--- src/design/assert_macros.svh ---
// Assertion macros used by the RTL of the missing packet tracker.
`ifndef ASSERT_MACROS_SVH
`define ASSERT_MACROS_SVH
`ifndef SYNTH
// Check that a property holds at every clock edge outside reset.
`define ASSERT_PROP(label, clk, rst, prop, msg) \
   label: assert property (@(posedge clk) disable iff (rst) (prop)) else $error(msg);
// Check that an expression is never true outside reset.
`define ASSERT_NEVER(label, clk, rst, expr, msg) \
   label: assert property (@(posedge clk) disable iff (rst) !(expr)) else $error(msg);
`else
`define ASSERT_PROP(label, clk, rst, prop, msg)
`define ASSERT_NEVER(label, clk, rst, expr, msg)
`endif
`endif

--- src/design/mpt_pkg.sv ---
// Package with shared constants and types of the missing packet tracker.
`default_nettype none
package mpt_pkg;

   localparam int PKT_BITS       = 8;
   localparam int SEQ_BITS_DEF   = 8;
   localparam int MAX_LISTED_DEF = 63;
   localparam int QUEUE_DEPTH    = 2;

   localparam logic KIND_HEADER  = 1'b0;
   localparam logic KIND_MISSING = 1'b1;

   typedef struct packed {
      logic clearing;
      logic q_pop;
   } mpt_back_status_type;

endpackage
`default_nettype wire

--- src/design/mpt_ram.sv ---
// Generic single write port RAM with registered read.
`default_nettype none
module mpt_ram #(
   parameter int WIDTH = 1,
   parameter int DEPTH = 256
) (
   input  wire logic                     clock,
   input  wire logic                     we,
   input  wire logic [$clog2(DEPTH)-1:0] wa,
   input  wire logic [WIDTH-1:0]         wd,
   input  wire logic [$clog2(DEPTH)-1:0] ra,
   output logic      [WIDTH-1:0]         rd
);

   logic [WIDTH-1:0] mem_ff [DEPTH];
   logic [WIDTH-1:0] rd_ff;

   always_ff @(posedge clock) begin
      if (we) begin
         mem_ff[wa] <= wd;
      end
      rd_ff <= mem_ff[ra];
   end

   assign rd = rd_ff;

endmodule
`default_nettype wire

--- src/design/mpt_front.sv ---
// Front end: accepts packet numbers, tracks the seen range and queues work.
`default_nettype none
module mpt_front import mpt_pkg::*; #(
   parameter int SEQ_BITS = SEQ_BITS_DEF
) (
   input  wire logic                clock,
   input  wire logic                reset,
   input  wire logic [PKT_BITS-1:0] req_packet_number,
   input  wire logic                push,
   output logic                     full,
   input  wire mpt_back_status_type back_status,
   output logic                     q_vld,
   output logic [SEQ_BITS-1:0]      q_n,
   output logic [SEQ_BITS-1:0]      q_lo,
   output logic [SEQ_BITS-1:0]      q_hi
);

   localparam int PTR_BITS = (QUEUE_DEPTH > 1) ? $clog2(QUEUE_DEPTH) : 1;
   localparam int CNT_BITS = $clog2(QUEUE_DEPTH + 1);
   localparam logic [PTR_BITS-1:0] LAST_PTR = PTR_BITS'(QUEUE_DEPTH - 1);

   logic [SEQ_BITS-1:0] lo_ff, lo_in, hi_ff, hi_in;
   logic                any_ff;
   logic [SEQ_BITS-1:0] n;
   logic                accept;

   logic [SEQ_BITS-1:0] n_q_ff  [QUEUE_DEPTH];
   logic [SEQ_BITS-1:0] lo_q_ff [QUEUE_DEPTH];
   logic [SEQ_BITS-1:0] hi_q_ff [QUEUE_DEPTH];
   logic [PTR_BITS-1:0] wr_ptr_ff, rd_ptr_ff;
   logic [CNT_BITS-1:0] cnt_ff, cnt_in;

   assign n      = SEQ_BITS'(req_packet_number);
   assign full   = (cnt_ff == CNT_BITS'(QUEUE_DEPTH)) || back_status.clearing;
   assign accept = push && !full;

   // Widen the seen range; the first packet sets both ends.
   always_comb begin
      if (!any_ff) begin
         lo_in = n;
         hi_in = n;
      end else begin
         lo_in = (n < lo_ff) ? n : lo_ff;
         hi_in = (n > hi_ff) ? n : hi_ff;
      end
   end

   always_comb begin
      cnt_in = cnt_ff;
      if (accept && !back_status.q_pop) begin
         cnt_in = cnt_ff + CNT_BITS'(1);
      end else if (!accept && back_status.q_pop) begin
         cnt_in = cnt_ff - CNT_BITS'(1);
      end
   end

   always_ff @(posedge clock) begin
      if (reset) begin
         lo_ff     <= '0;
         hi_ff     <= '0;
         any_ff    <= 1'b0;
         wr_ptr_ff <= '0;
         rd_ptr_ff <= '0;
         cnt_ff    <= '0;
      end else begin
         cnt_ff <= cnt_in;
         if (accept) begin
            lo_ff     <= lo_in;
            hi_ff     <= hi_in;
            any_ff    <= 1'b1;
            wr_ptr_ff <= (wr_ptr_ff == LAST_PTR) ? '0 : wr_ptr_ff + PTR_BITS'(1);
         end
         if (back_status.q_pop) begin
            rd_ptr_ff <= (rd_ptr_ff == LAST_PTR) ? '0 : rd_ptr_ff + PTR_BITS'(1);
         end
      end
   end

   always_ff @(posedge clock) begin
      if (accept) begin
         n_q_ff[wr_ptr_ff]  <= n;
         lo_q_ff[wr_ptr_ff] <= lo_in;
         hi_q_ff[wr_ptr_ff] <= hi_in;
      end
   end

   assign q_vld = (cnt_ff != '0);
   assign q_n   = n_q_ff[rd_ptr_ff];
   assign q_lo  = lo_q_ff[rd_ptr_ff];
   assign q_hi  = hi_q_ff[rd_ptr_ff];

endmodule
`default_nettype wire

--- src/design/mpt_back.sv ---
// Back end: marks the bitmap, scans the range and emits header and gap items.
`default_nettype none
module mpt_back import mpt_pkg::*; #(
   parameter int SEQ_BITS   = SEQ_BITS_DEF,
   parameter int MAX_LISTED = MAX_LISTED_DEF
) (
   input  wire logic                clock,
   input  wire logic                reset,
   input  wire logic                q_vld,
   input  wire logic [SEQ_BITS-1:0] q_n,
   input  wire logic [SEQ_BITS-1:0] q_lo,
   input  wire logic [SEQ_BITS-1:0] q_hi,
   output mpt_back_status_type      back_status,
   output logic                     rsp_item_kind,
   output logic [PKT_BITS-1:0]      rsp_range_low,
   output logic [PKT_BITS-1:0]      rsp_range_high,
   output logic                     rsp_all_received,
   output logic                     rsp_list_truncated,
   output logic [PKT_BITS-1:0]      rsp_missing_number,
   output logic                     rsp_last_of_run,
   output logic                     empty,
   input  wire logic                pop
);

   localparam int ADDR_BITS = SEQ_BITS + 1;
   localparam int CNT_BITS  = $clog2(MAX_LISTED + 2);
   localparam logic [CNT_BITS-1:0]  MAX_CNT   = CNT_BITS'(MAX_LISTED);
   localparam logic [ADDR_BITS-1:0] LAST_ADDR = ADDR_BITS'((2 ** SEQ_BITS) - 1);

   localparam logic [2:0] ST_CLEAR  = 3'd0;
   localparam logic [2:0] ST_IDLE   = 3'd1;
   localparam logic [2:0] ST_COUNT  = 3'd2;
   localparam logic [2:0] ST_HEADER = 3'd3;
   localparam logic [2:0] ST_LIST   = 3'd4;

   logic [2:0]           st_ff, st_in;
   logic [ADDR_BITS-1:0] addr_ff, addr_in;
   logic [SEQ_BITS-1:0]  chk_ff, chk_in;
   logic                 chk_vld_ff, chk_vld_in;
   logic [SEQ_BITS-1:0]  lo_ff, lo_in, hi_ff, hi_in;
   logic [CNT_BITS-1:0]  cnt_ff, cnt_in, listed_ff, listed_in;
   logic [CNT_BITS-1:0]  listed_next, target;

   logic                 out_vld_ff;
   logic                 kind_ff, all_ff, trunc_ff, last_ff;
   logic [PKT_BITS-1:0]  rlo_ff, rhi_ff, miss_ff;

   logic                 ram_we;
   logic [SEQ_BITS-1:0]  ram_wa, ram_ra;
   logic [0:0]           ram_wd, ram_rd;

   logic issuing, missing, slot_free, load_hdr, load_miss, q_pop;

   mpt_ram #(
      .WIDTH (1),
      .DEPTH (2 ** SEQ_BITS)
   ) u_map (
      .clock (clock),
      .we    (ram_we),
      .wa    (ram_wa),
      .wd    (ram_wd),
      .ra    (ram_ra),
      .rd    (ram_rd)
   );

   assign issuing     = (addr_ff <= {1'b0, hi_ff});
   assign missing     = chk_vld_ff && !ram_rd[0];
   assign slot_free   = !out_vld_ff || pop;
   assign listed_next = listed_ff + CNT_BITS'(1);
   assign target      = (cnt_ff > MAX_CNT) ? MAX_CNT : cnt_ff;

   always_comb begin
      st_in      = st_ff;
      addr_in    = addr_ff;
      chk_in     = chk_ff;
      chk_vld_in = chk_vld_ff;
      lo_in      = lo_ff;
      hi_in      = hi_ff;
      cnt_in     = cnt_ff;
      listed_in  = listed_ff;
      ram_we     = 1'b0;
      ram_wa     = addr_ff[SEQ_BITS-1:0];
      ram_wd     = 1'b0;
      ram_ra     = addr_ff[SEQ_BITS-1:0];
      q_pop      = 1'b0;
      load_hdr   = 1'b0;
      load_miss  = 1'b0;
      unique case (st_ff)
         ST_CLEAR: begin
            ram_we = 1'b1;
            if (addr_ff == LAST_ADDR) begin
               st_in   = ST_IDLE;
               addr_in = '0;
            end else begin
               addr_in = addr_ff + ADDR_BITS'(1);
            end
         end
         ST_IDLE: begin
            if (q_vld) begin
               ram_we     = 1'b1;
               ram_wa     = q_n;
               ram_wd     = 1'b1;
               q_pop      = 1'b1;
               lo_in      = q_lo;
               hi_in      = q_hi;
               addr_in    = {1'b0, q_lo};
               chk_vld_in = 1'b0;
               cnt_in     = '0;
               st_in      = ST_COUNT;
            end
         end
         ST_COUNT: begin
            chk_in     = addr_ff[SEQ_BITS-1:0];
            chk_vld_in = issuing;
            if (issuing) begin
               addr_in = addr_ff + ADDR_BITS'(1);
            end
            if (missing && cnt_ff <= MAX_CNT) begin
               cnt_in = cnt_ff + CNT_BITS'(1);
            end
            if ((!chk_vld_ff && !issuing) || cnt_ff > MAX_CNT) begin
               st_in = ST_HEADER;
            end
         end
         ST_HEADER: begin
            if (slot_free) begin
               load_hdr   = 1'b1;
               addr_in    = {1'b0, lo_ff};
               chk_vld_in = 1'b0;
               listed_in  = '0;
               st_in      = (cnt_ff == '0) ? ST_IDLE : ST_LIST;
            end
         end
         ST_LIST: begin
            if (missing && !slot_free) begin
               // Hold: re-read the pending entry until the output drains.
               ram_ra = chk_ff;
            end else begin
               chk_in     = addr_ff[SEQ_BITS-1:0];
               chk_vld_in = issuing;
               if (issuing) begin
                  addr_in = addr_ff + ADDR_BITS'(1);
               end
               if (missing) begin
                  load_miss = 1'b1;
                  listed_in = listed_next;
                  if (listed_next == target) begin
                     st_in = ST_IDLE;
                  end
               end
            end
         end
         default: begin
            st_in = ST_IDLE;
         end
      endcase
   end

   always_ff @(posedge clock) begin
      if (reset) begin
         st_ff      <= ST_CLEAR;
         addr_ff    <= '0;
         chk_vld_ff <= 1'b0;
         out_vld_ff <= 1'b0;
      end else begin
         st_ff      <= st_in;
         addr_ff    <= addr_in;
         chk_vld_ff <= chk_vld_in;
         if (load_hdr || load_miss) begin
            out_vld_ff <= 1'b1;
         end else if (pop) begin
            out_vld_ff <= 1'b0;
         end
      end
   end

   always_ff @(posedge clock) begin
      chk_ff    <= chk_in;
      lo_ff     <= lo_in;
      hi_ff     <= hi_in;
      cnt_ff    <= cnt_in;
      listed_ff <= listed_in;
      if (load_hdr) begin
         kind_ff  <= KIND_HEADER;
         rlo_ff   <= PKT_BITS'(lo_ff);
         rhi_ff   <= PKT_BITS'(hi_ff);
         all_ff   <= (cnt_ff == '0);
         trunc_ff <= (cnt_ff > MAX_CNT);
         miss_ff  <= '0;
         last_ff  <= (cnt_ff == '0);
      end else if (load_miss) begin
         kind_ff  <= KIND_MISSING;
         rlo_ff   <= '0;
         rhi_ff   <= '0;
         all_ff   <= 1'b0;
         trunc_ff <= 1'b0;
         miss_ff  <= PKT_BITS'(chk_ff);
         last_ff  <= (listed_next == target);
      end
   end

   assign back_status.clearing = (st_ff == ST_CLEAR);
   assign back_status.q_pop    = q_pop;

   assign empty              = !out_vld_ff;
   assign rsp_item_kind      = kind_ff;
   assign rsp_range_low      = rlo_ff;
   assign rsp_range_high     = rhi_ff;
   assign rsp_all_received   = all_ff;
   assign rsp_list_truncated = trunc_ff;
   assign rsp_missing_number = miss_ff;
   assign rsp_last_of_run    = last_ff;

endmodule
`default_nettype wire

--- src/design/missing_packet_tracker_core.sv ---
// Top level of the missing packet tracker: front end, work queue and scan back end.
`default_nettype none
`include "assert_macros.svh"
// Each packet number pushed in is marked in a received bitmap, and the block
// answers with a header item (lowest and highest number seen, an all-received
// flag and a truncated flag) followed by up to MAX_LISTED missing numbers in
// ascending order; the last item of each answer has last_of_run set. The front
// end updates the seen range at once and queues up to two packets, so pushes
// are taken while the back end is busy or a result waits to be popped. After
// reset the bitmap is swept to zero, one entry per cycle, with full held high.
// Per packet the back end marks the bitmap, counts the gaps over the range of
// high - low + 1 numbers (stopping once MAX_LISTED + 1 gaps are found), emits
// the header and then lists the gaps; the bitmap RAM has a single read port
// and is walked one entry per cycle while the result side does not stall.
module missing_packet_tracker_core import mpt_pkg::*; #(
   parameter int SEQ_BITS   = SEQ_BITS_DEF,
   parameter int MAX_LISTED = MAX_LISTED_DEF
) (
   input  wire logic                clock,
   input  wire logic                reset,
   input  wire logic [PKT_BITS-1:0] req_packet_number,
   input  wire logic                push,
   output logic                     full,
   output logic                     rsp_item_kind,
   output logic [PKT_BITS-1:0]      rsp_range_low,
   output logic [PKT_BITS-1:0]      rsp_range_high,
   output logic                     rsp_all_received,
   output logic                     rsp_list_truncated,
   output logic [PKT_BITS-1:0]      rsp_missing_number,
   output logic                     rsp_last_of_run,
   output logic                     empty,
   input  wire logic                pop
);

   // Queue head handed from the front end to the back end.
   logic                q_vld;
   logic [SEQ_BITS-1:0] q_n, q_lo, q_hi;
   mpt_back_status_type back_status;

   // A header on offer whose last flag disagrees with its all-received flag.
   logic                header_flags_off;

   // Accept items and keep the seen range; hold them in a short queue.
   mpt_front #(
      .SEQ_BITS (SEQ_BITS)
   ) u_front (
      .clock             (clock),
      .reset             (reset),
      .req_packet_number (req_packet_number),
      .push              (push),
      .full              (full),
      .back_status       (back_status),
      .q_vld             (q_vld),
      .q_n               (q_n),
      .q_lo              (q_lo),
      .q_hi              (q_hi)
   );

   // Mark the bitmap, count the gaps, then emit the header and the gap list.
   mpt_back #(
      .SEQ_BITS   (SEQ_BITS),
      .MAX_LISTED (MAX_LISTED)
   ) u_back (
      .clock              (clock),
      .reset              (reset),
      .q_vld              (q_vld),
      .q_n                (q_n),
      .q_lo               (q_lo),
      .q_hi               (q_hi),
      .back_status        (back_status),
      .rsp_item_kind      (rsp_item_kind),
      .rsp_range_low      (rsp_range_low),
      .rsp_range_high     (rsp_range_high),
      .rsp_all_received   (rsp_all_received),
      .rsp_list_truncated (rsp_list_truncated),
      .rsp_missing_number (rsp_missing_number),
      .rsp_last_of_run    (rsp_last_of_run),
      .empty              (empty),
      .pop                (pop)
   );

   assign header_flags_off = !empty && (rsp_item_kind == KIND_HEADER) &&
                             (rsp_last_of_run != rsp_all_received);

   // The back end takes an item only when the queue holds one.
   `ASSERT_PROP(a_pop_needs_item, clock, reset, back_status.q_pop |-> q_vld, "pop while empty")
   // No result is offered while the bitmap is being cleared.
   `ASSERT_PROP(a_quiet_clear, clock, reset, back_status.clearing |-> (empty && full), "busy in clear")
   // A header ends its run exactly when nothing is missing.
   `ASSERT_NEVER(a_header_last, clock, reset, header_flags_off, "header last flag wrong")

endmodule
`default_nettype wire
--- config.mk ---
export PLATFORM = sky130hd
export DESIGN_NAME = missing_packet_tracker_core
export DESIGN_NICKNAME = d
export VERILOG_FILES = /design/src/design/mpt_pkg.sv /design/src/design/mpt_ram.sv /design/src/design/mpt_front.sv /design/src/design/mpt_back.sv /design/src/design/missing_packet_tracker_core.sv
export VERILOG_INCLUDE_DIRS = /design/src /design/src/design
export SDC_FILE = /design/constraint.sdc
export NUM_CORES = 1
export LEC_CHECK = 0
export ABC_AREA = 1
export CORE_ASPECT_RATIO = 0.7
export CORE_MARGIN = 1.5
export CORE_UTILIZATION = 35
export CTS_CLUSTER_DIAMETER = 120
export CTS_CLUSTER_SIZE = 20
export DETAILED_ROUTE_END_ITERATION = 7
export DONT_BUFFER_PORTS = 1
export GPL_ROUTABILITY_DRIVEN = 1
export SKIP_CTS_REPAIR_TIMING = 1
export SLEW_MARGIN = 15
export SYNTH_ARGS = -nofsm -noshare
export SYNTH_HDL_FRONTEND = slang
export SYNTH_SLANG_ARGS = --single-unit
export TNS_END_PERCENT = 30
--- constraint.sdc ---
create_clock -name clock -period 3.28 [get_ports clock]
set_input_delay 0.164 -clock clock [delete_from_list [all_inputs] [get_ports clock]]
set_output_delay 0.164 -clock clock [all_outputs]
set_load 0.03 [all_outputs]
==> qor.csv <==
stage,metric,value,unit
status,status,finished with violations,
status,violated checks,hold timing,
floorplan,DIE HEIGHT,201,um
pwr,Max IR drop VDD,0.000427,V
setup_path,Reg2Reg Depth,16,
detailed_routing,final wirelength,50400,um
sta,Slew headroom,18.9,%
floorplan,die area,57500,um2
finish,area grow syn2layout,8.68,%
pwr,Tot Pwr,16.1,mW
cts,TritonCTS clock tree,yes,
detailed_routing,vias,14300,
setup_path,Setup crit end,u_back.u_map.rd,
synth,syn nets,2165,
synth,#FFs+latches synth,407,
detailed_routing,DR pass1 iterations,5,
grt,busiest grt layer,met1,
cts,"CTS clk-pin slew, worst paths",90,ps
setup_path,Worst path slowest cell,nand2_4,
setup_path,Worst R2R End,u_back.u_map.rd,
pwr,cell leakage power,8.43,nW
finish,"commonest cells after routing, fill and taps aside","447 x nand2_1, 361 x edfxtp_1, 348 x nor2_1, 297 x inv_1, 228 x nand3_1",
detailed_routing,routed wire length per instance,17.6,um
setup_path,CP peak stage delay,480,ps
floorplan,Starting Density,35.5,%
setup_path,R2R Setup Slk,370,ps
finish,# nets final,2147,
grt,GR Util met2,25.4,%
floorplan,# rows,72,
setup_path,Crit path arrival time,3360,ps
synth,Async SR Flop Fraction,0,%
floorplan,core area,55300,um2
setup_path,Worst setup EP type,flop,
cts,CTS H-Tree Depth,1,
sta,final clock skew,20.2,ps
finish,"most common cell after layout, fill and taps aside",nand2_1,
sta,unrepaired setup endpoints after global routing,no,
sta,post-route setup TNS,0,ps
worst_hold_path,Hold Crit Class,input port to flop,
cts,clock sinks,407,
setup_path,"Req. time, crit path",3730,ps
placement,DP HPWL,31200,um
synth,Synth top area share,55.3,%
sta,endpoints failing hold,2,
placement,PortBufs,0,
setup_path,"Top cell by count, worst path",nand3_1,
synth,"Top FF cell, synth",edfxtp_1,
cts,clock root buffer,clkbuf_16,
detailed_routing,post-route ant nets,0,
cts,CTS Buf Count,24,
grt,global route total overflow,0,
run,maxcap violations,0,
sta,Setup-failing EPs final,0,
sta,fmax,0.344,GHz
synth,Ys Warns,0,
synth,Mapped Area,19600,um2
grt,met1 Usage GRT,25.8,%
grt,pin count of the biggest net entering global routing,276,
synth,cell type with the largest total area after synthesis,edfxtp_1,
sta,fin crit share,88.6,%
synth,distinct cell type count after synthesis,43,
setup_path,cell depth of the worst setup path,16,
synth,Post-synth EDFFs,361,
grt,Total GRT Usage,17.2,%
synth,Synth area leaders,"edfxtp_1 55%, nand2_1 8.6%, nor2_1 6.9%, nand3_1 5.8%, inv_1 5.7%",
detailed_routing,DRC Markers,0,
detailed_routing,Iter 0 DRT Violations,1567,
setup_path,CP max FO,38,
setup_path,crit path from,u_back.st_ff[1],
synth,sequential-to-total area share from yosys stat,60.0,%
grt,vias in the first global route,13300,
setup_path,crit path cell chain,inv_2 -> nand2_2 -> nor2_8 -> nand2_4 -> nand2_4 -> nand2_4 -> buf_12 -> nand2_1 -> nand3_1 -> nand3_1 -> nand3_1 -> nand3_1 -> nand3_1 -> nand3_1 -> nand3_1 -> nand2_1,
setup_path,Top delay family on crit path,simple AND/OR/NAND/NOR gates,
floorplan,die width,286,um
setup_path,CP Class,flop to flop,
synth,Syn Inst Count,2123,
pwr,P per Cell Area,754,nW/um2
cts,maximum clock path buffer count,3,
sta,Fin Hold WS,-15.8,ps
floorplan,Ports,42,
sta,Slew Limit Fails,0,
sta,minimum clock period,2910,ps
placement,RD Place Congestion,0.869,
setup_path,crit start category,flop,
finish,share of layout cells above drive strength 1,7.02,%
grt,M3 GR Usage,3.41,%
setup_path,Crit Reg-Reg Startpoint,u_back.st_ff[1],
grt,first-pass GRT wire length,77000,um
grt,antenna violations before repair,1,
finish,ant diodes,0,
sta,Slew @ Worst Pin,1220,ps
detailed_routing,vias per inst,5.00,
setup_path,worst path bufs/invs,2,
cts,worst skew pair latency,570,ps
synth,syn avg cell area,9.24,um2
==> cell type report <==
type	count	area [um2]
inverter	310	1170
timing repair buffer	54	515
sequential	407	11800
clock inverter	1	16.3
multi-input combinational	1308	6230
fill	5566	34000
tap	740	926
clock buffer	42	689
==> report_power, final <==
group / switching (mW) / leakage, nW / internal [mW] / total (mW)
Combinational: 4.34 / 4.38 / 1.61 / 5.95
Sequential: 0.448 / 3.71 / 6.52 / 6.97
Clock: 1.70 / 0.335 / 1.44 / 3.15
Total: 6.49 / 8.43 / 9.58 / 16.1
==> worst reg2reg max path: stages (launching register included) <==
cell	delay [ps]
dfxtp_1	460
inv_2	100
nand2_2	140
nor2_8	60
nand2_4	190
nand2_4	130
nand2_4	480
buf_12	290
nand2_1	80
nand3_1	90
nand3_1	120
nand3_1	160
nand3_1	90
nand3_1	120
nand3_1	120
nand3_1	110
nand2_1	70
==> stage by stage <==
step                      utilization, %  hold slack, ps  setup WS [ps]  instance area [um2]  cells
final                               38.5           -15.8            373                21300   2862
after CTS                           38.4            -350            384                21200   2853
after floorplan                        -             263           -339                19700   2123
after global routing                38.5            7.31            116                21300   2862
after detailed placement            37.1             247            411                20500   2810
after global placement              37.1             237            460                20500   2810
==> synth_stat cells, types with 2 or more instances <==
cell,n
mux2_2,16
clkbuf_1,21
a31oi_1,3
clkinv_1,3
buf_4,15
a221oi_1,5
nand2_4,2
a21oi_1,51
nor2_4,5
nor2_1,360
xnor2_1,2
ha_1,30
buf_1,3
nor2_2,5
o21ai_4,3
nand2_2,10
xor2_1,9
nand3_2,3
nand3b_1,9
o21a_1,2
o21ai_0,79
dfxtp_1,46
nand4_1,4
inv_1,297
buf_6,3
inv_2,9
edfxtp_1,361
nand3_1,228
nor2_8,3
nor3_1,9
o21ai_2,4
nand2_1,449
o211ai_1,9
buf_2,56
==> worst min-delay path by stage <==
stage	from	to	slack [ps]	cells after the start
6_report	req_packet_number[4]	u_front.hi_q_ff[0][4]	-20	2
5_1_grt	push	u_front.wr_ptr_ff	7	2
4_1_cts	reset	u_back.addr_ff[0]	-350	1
3_5_place_dp	reset	u_back.st_ff[2]	250	1
3_3_place_gp	reset	u_back.st_ff[2]	240	1
2_1_floorplan	req_packet_number[0]	u_front.n_q_ff[0][0]	260	0
==> kinds of logic (layout without fill, tap and decap cells) <==
family,Yosys count,count (layout),synth area share [%]
muxes,16,16,0.919
buffers and inverters,408,407,8.58
xor gates and xnor gates,11,11,0.491
AOI/OAI and AO/OA,161,161,4.67
and+or+nand+nor,1090,1090,23.4
adders and majority gates,30,30,1.91
DFF,407,407,60.0
==> registers in the layout, summed over array words and instances (netlist names), 9 cells and up, named ones only <==
name                 cells
u_back.addr_ff           9
u_front.lo_q_ff         16
u_front.hi_q_ff         16
u_back.u_map.mem_ff    256
u_front.n_q_ff          16
==> layer usage <==
layer / share of wire [%] / up-vias
met5: 0 / -
met4: 2.0 / 0
met3: 8.1 / 68
met2: 43 / 455
met1: 47 / 6954
li1: - / 6827
Note: power is estimated with default switching activity, not from simulation.
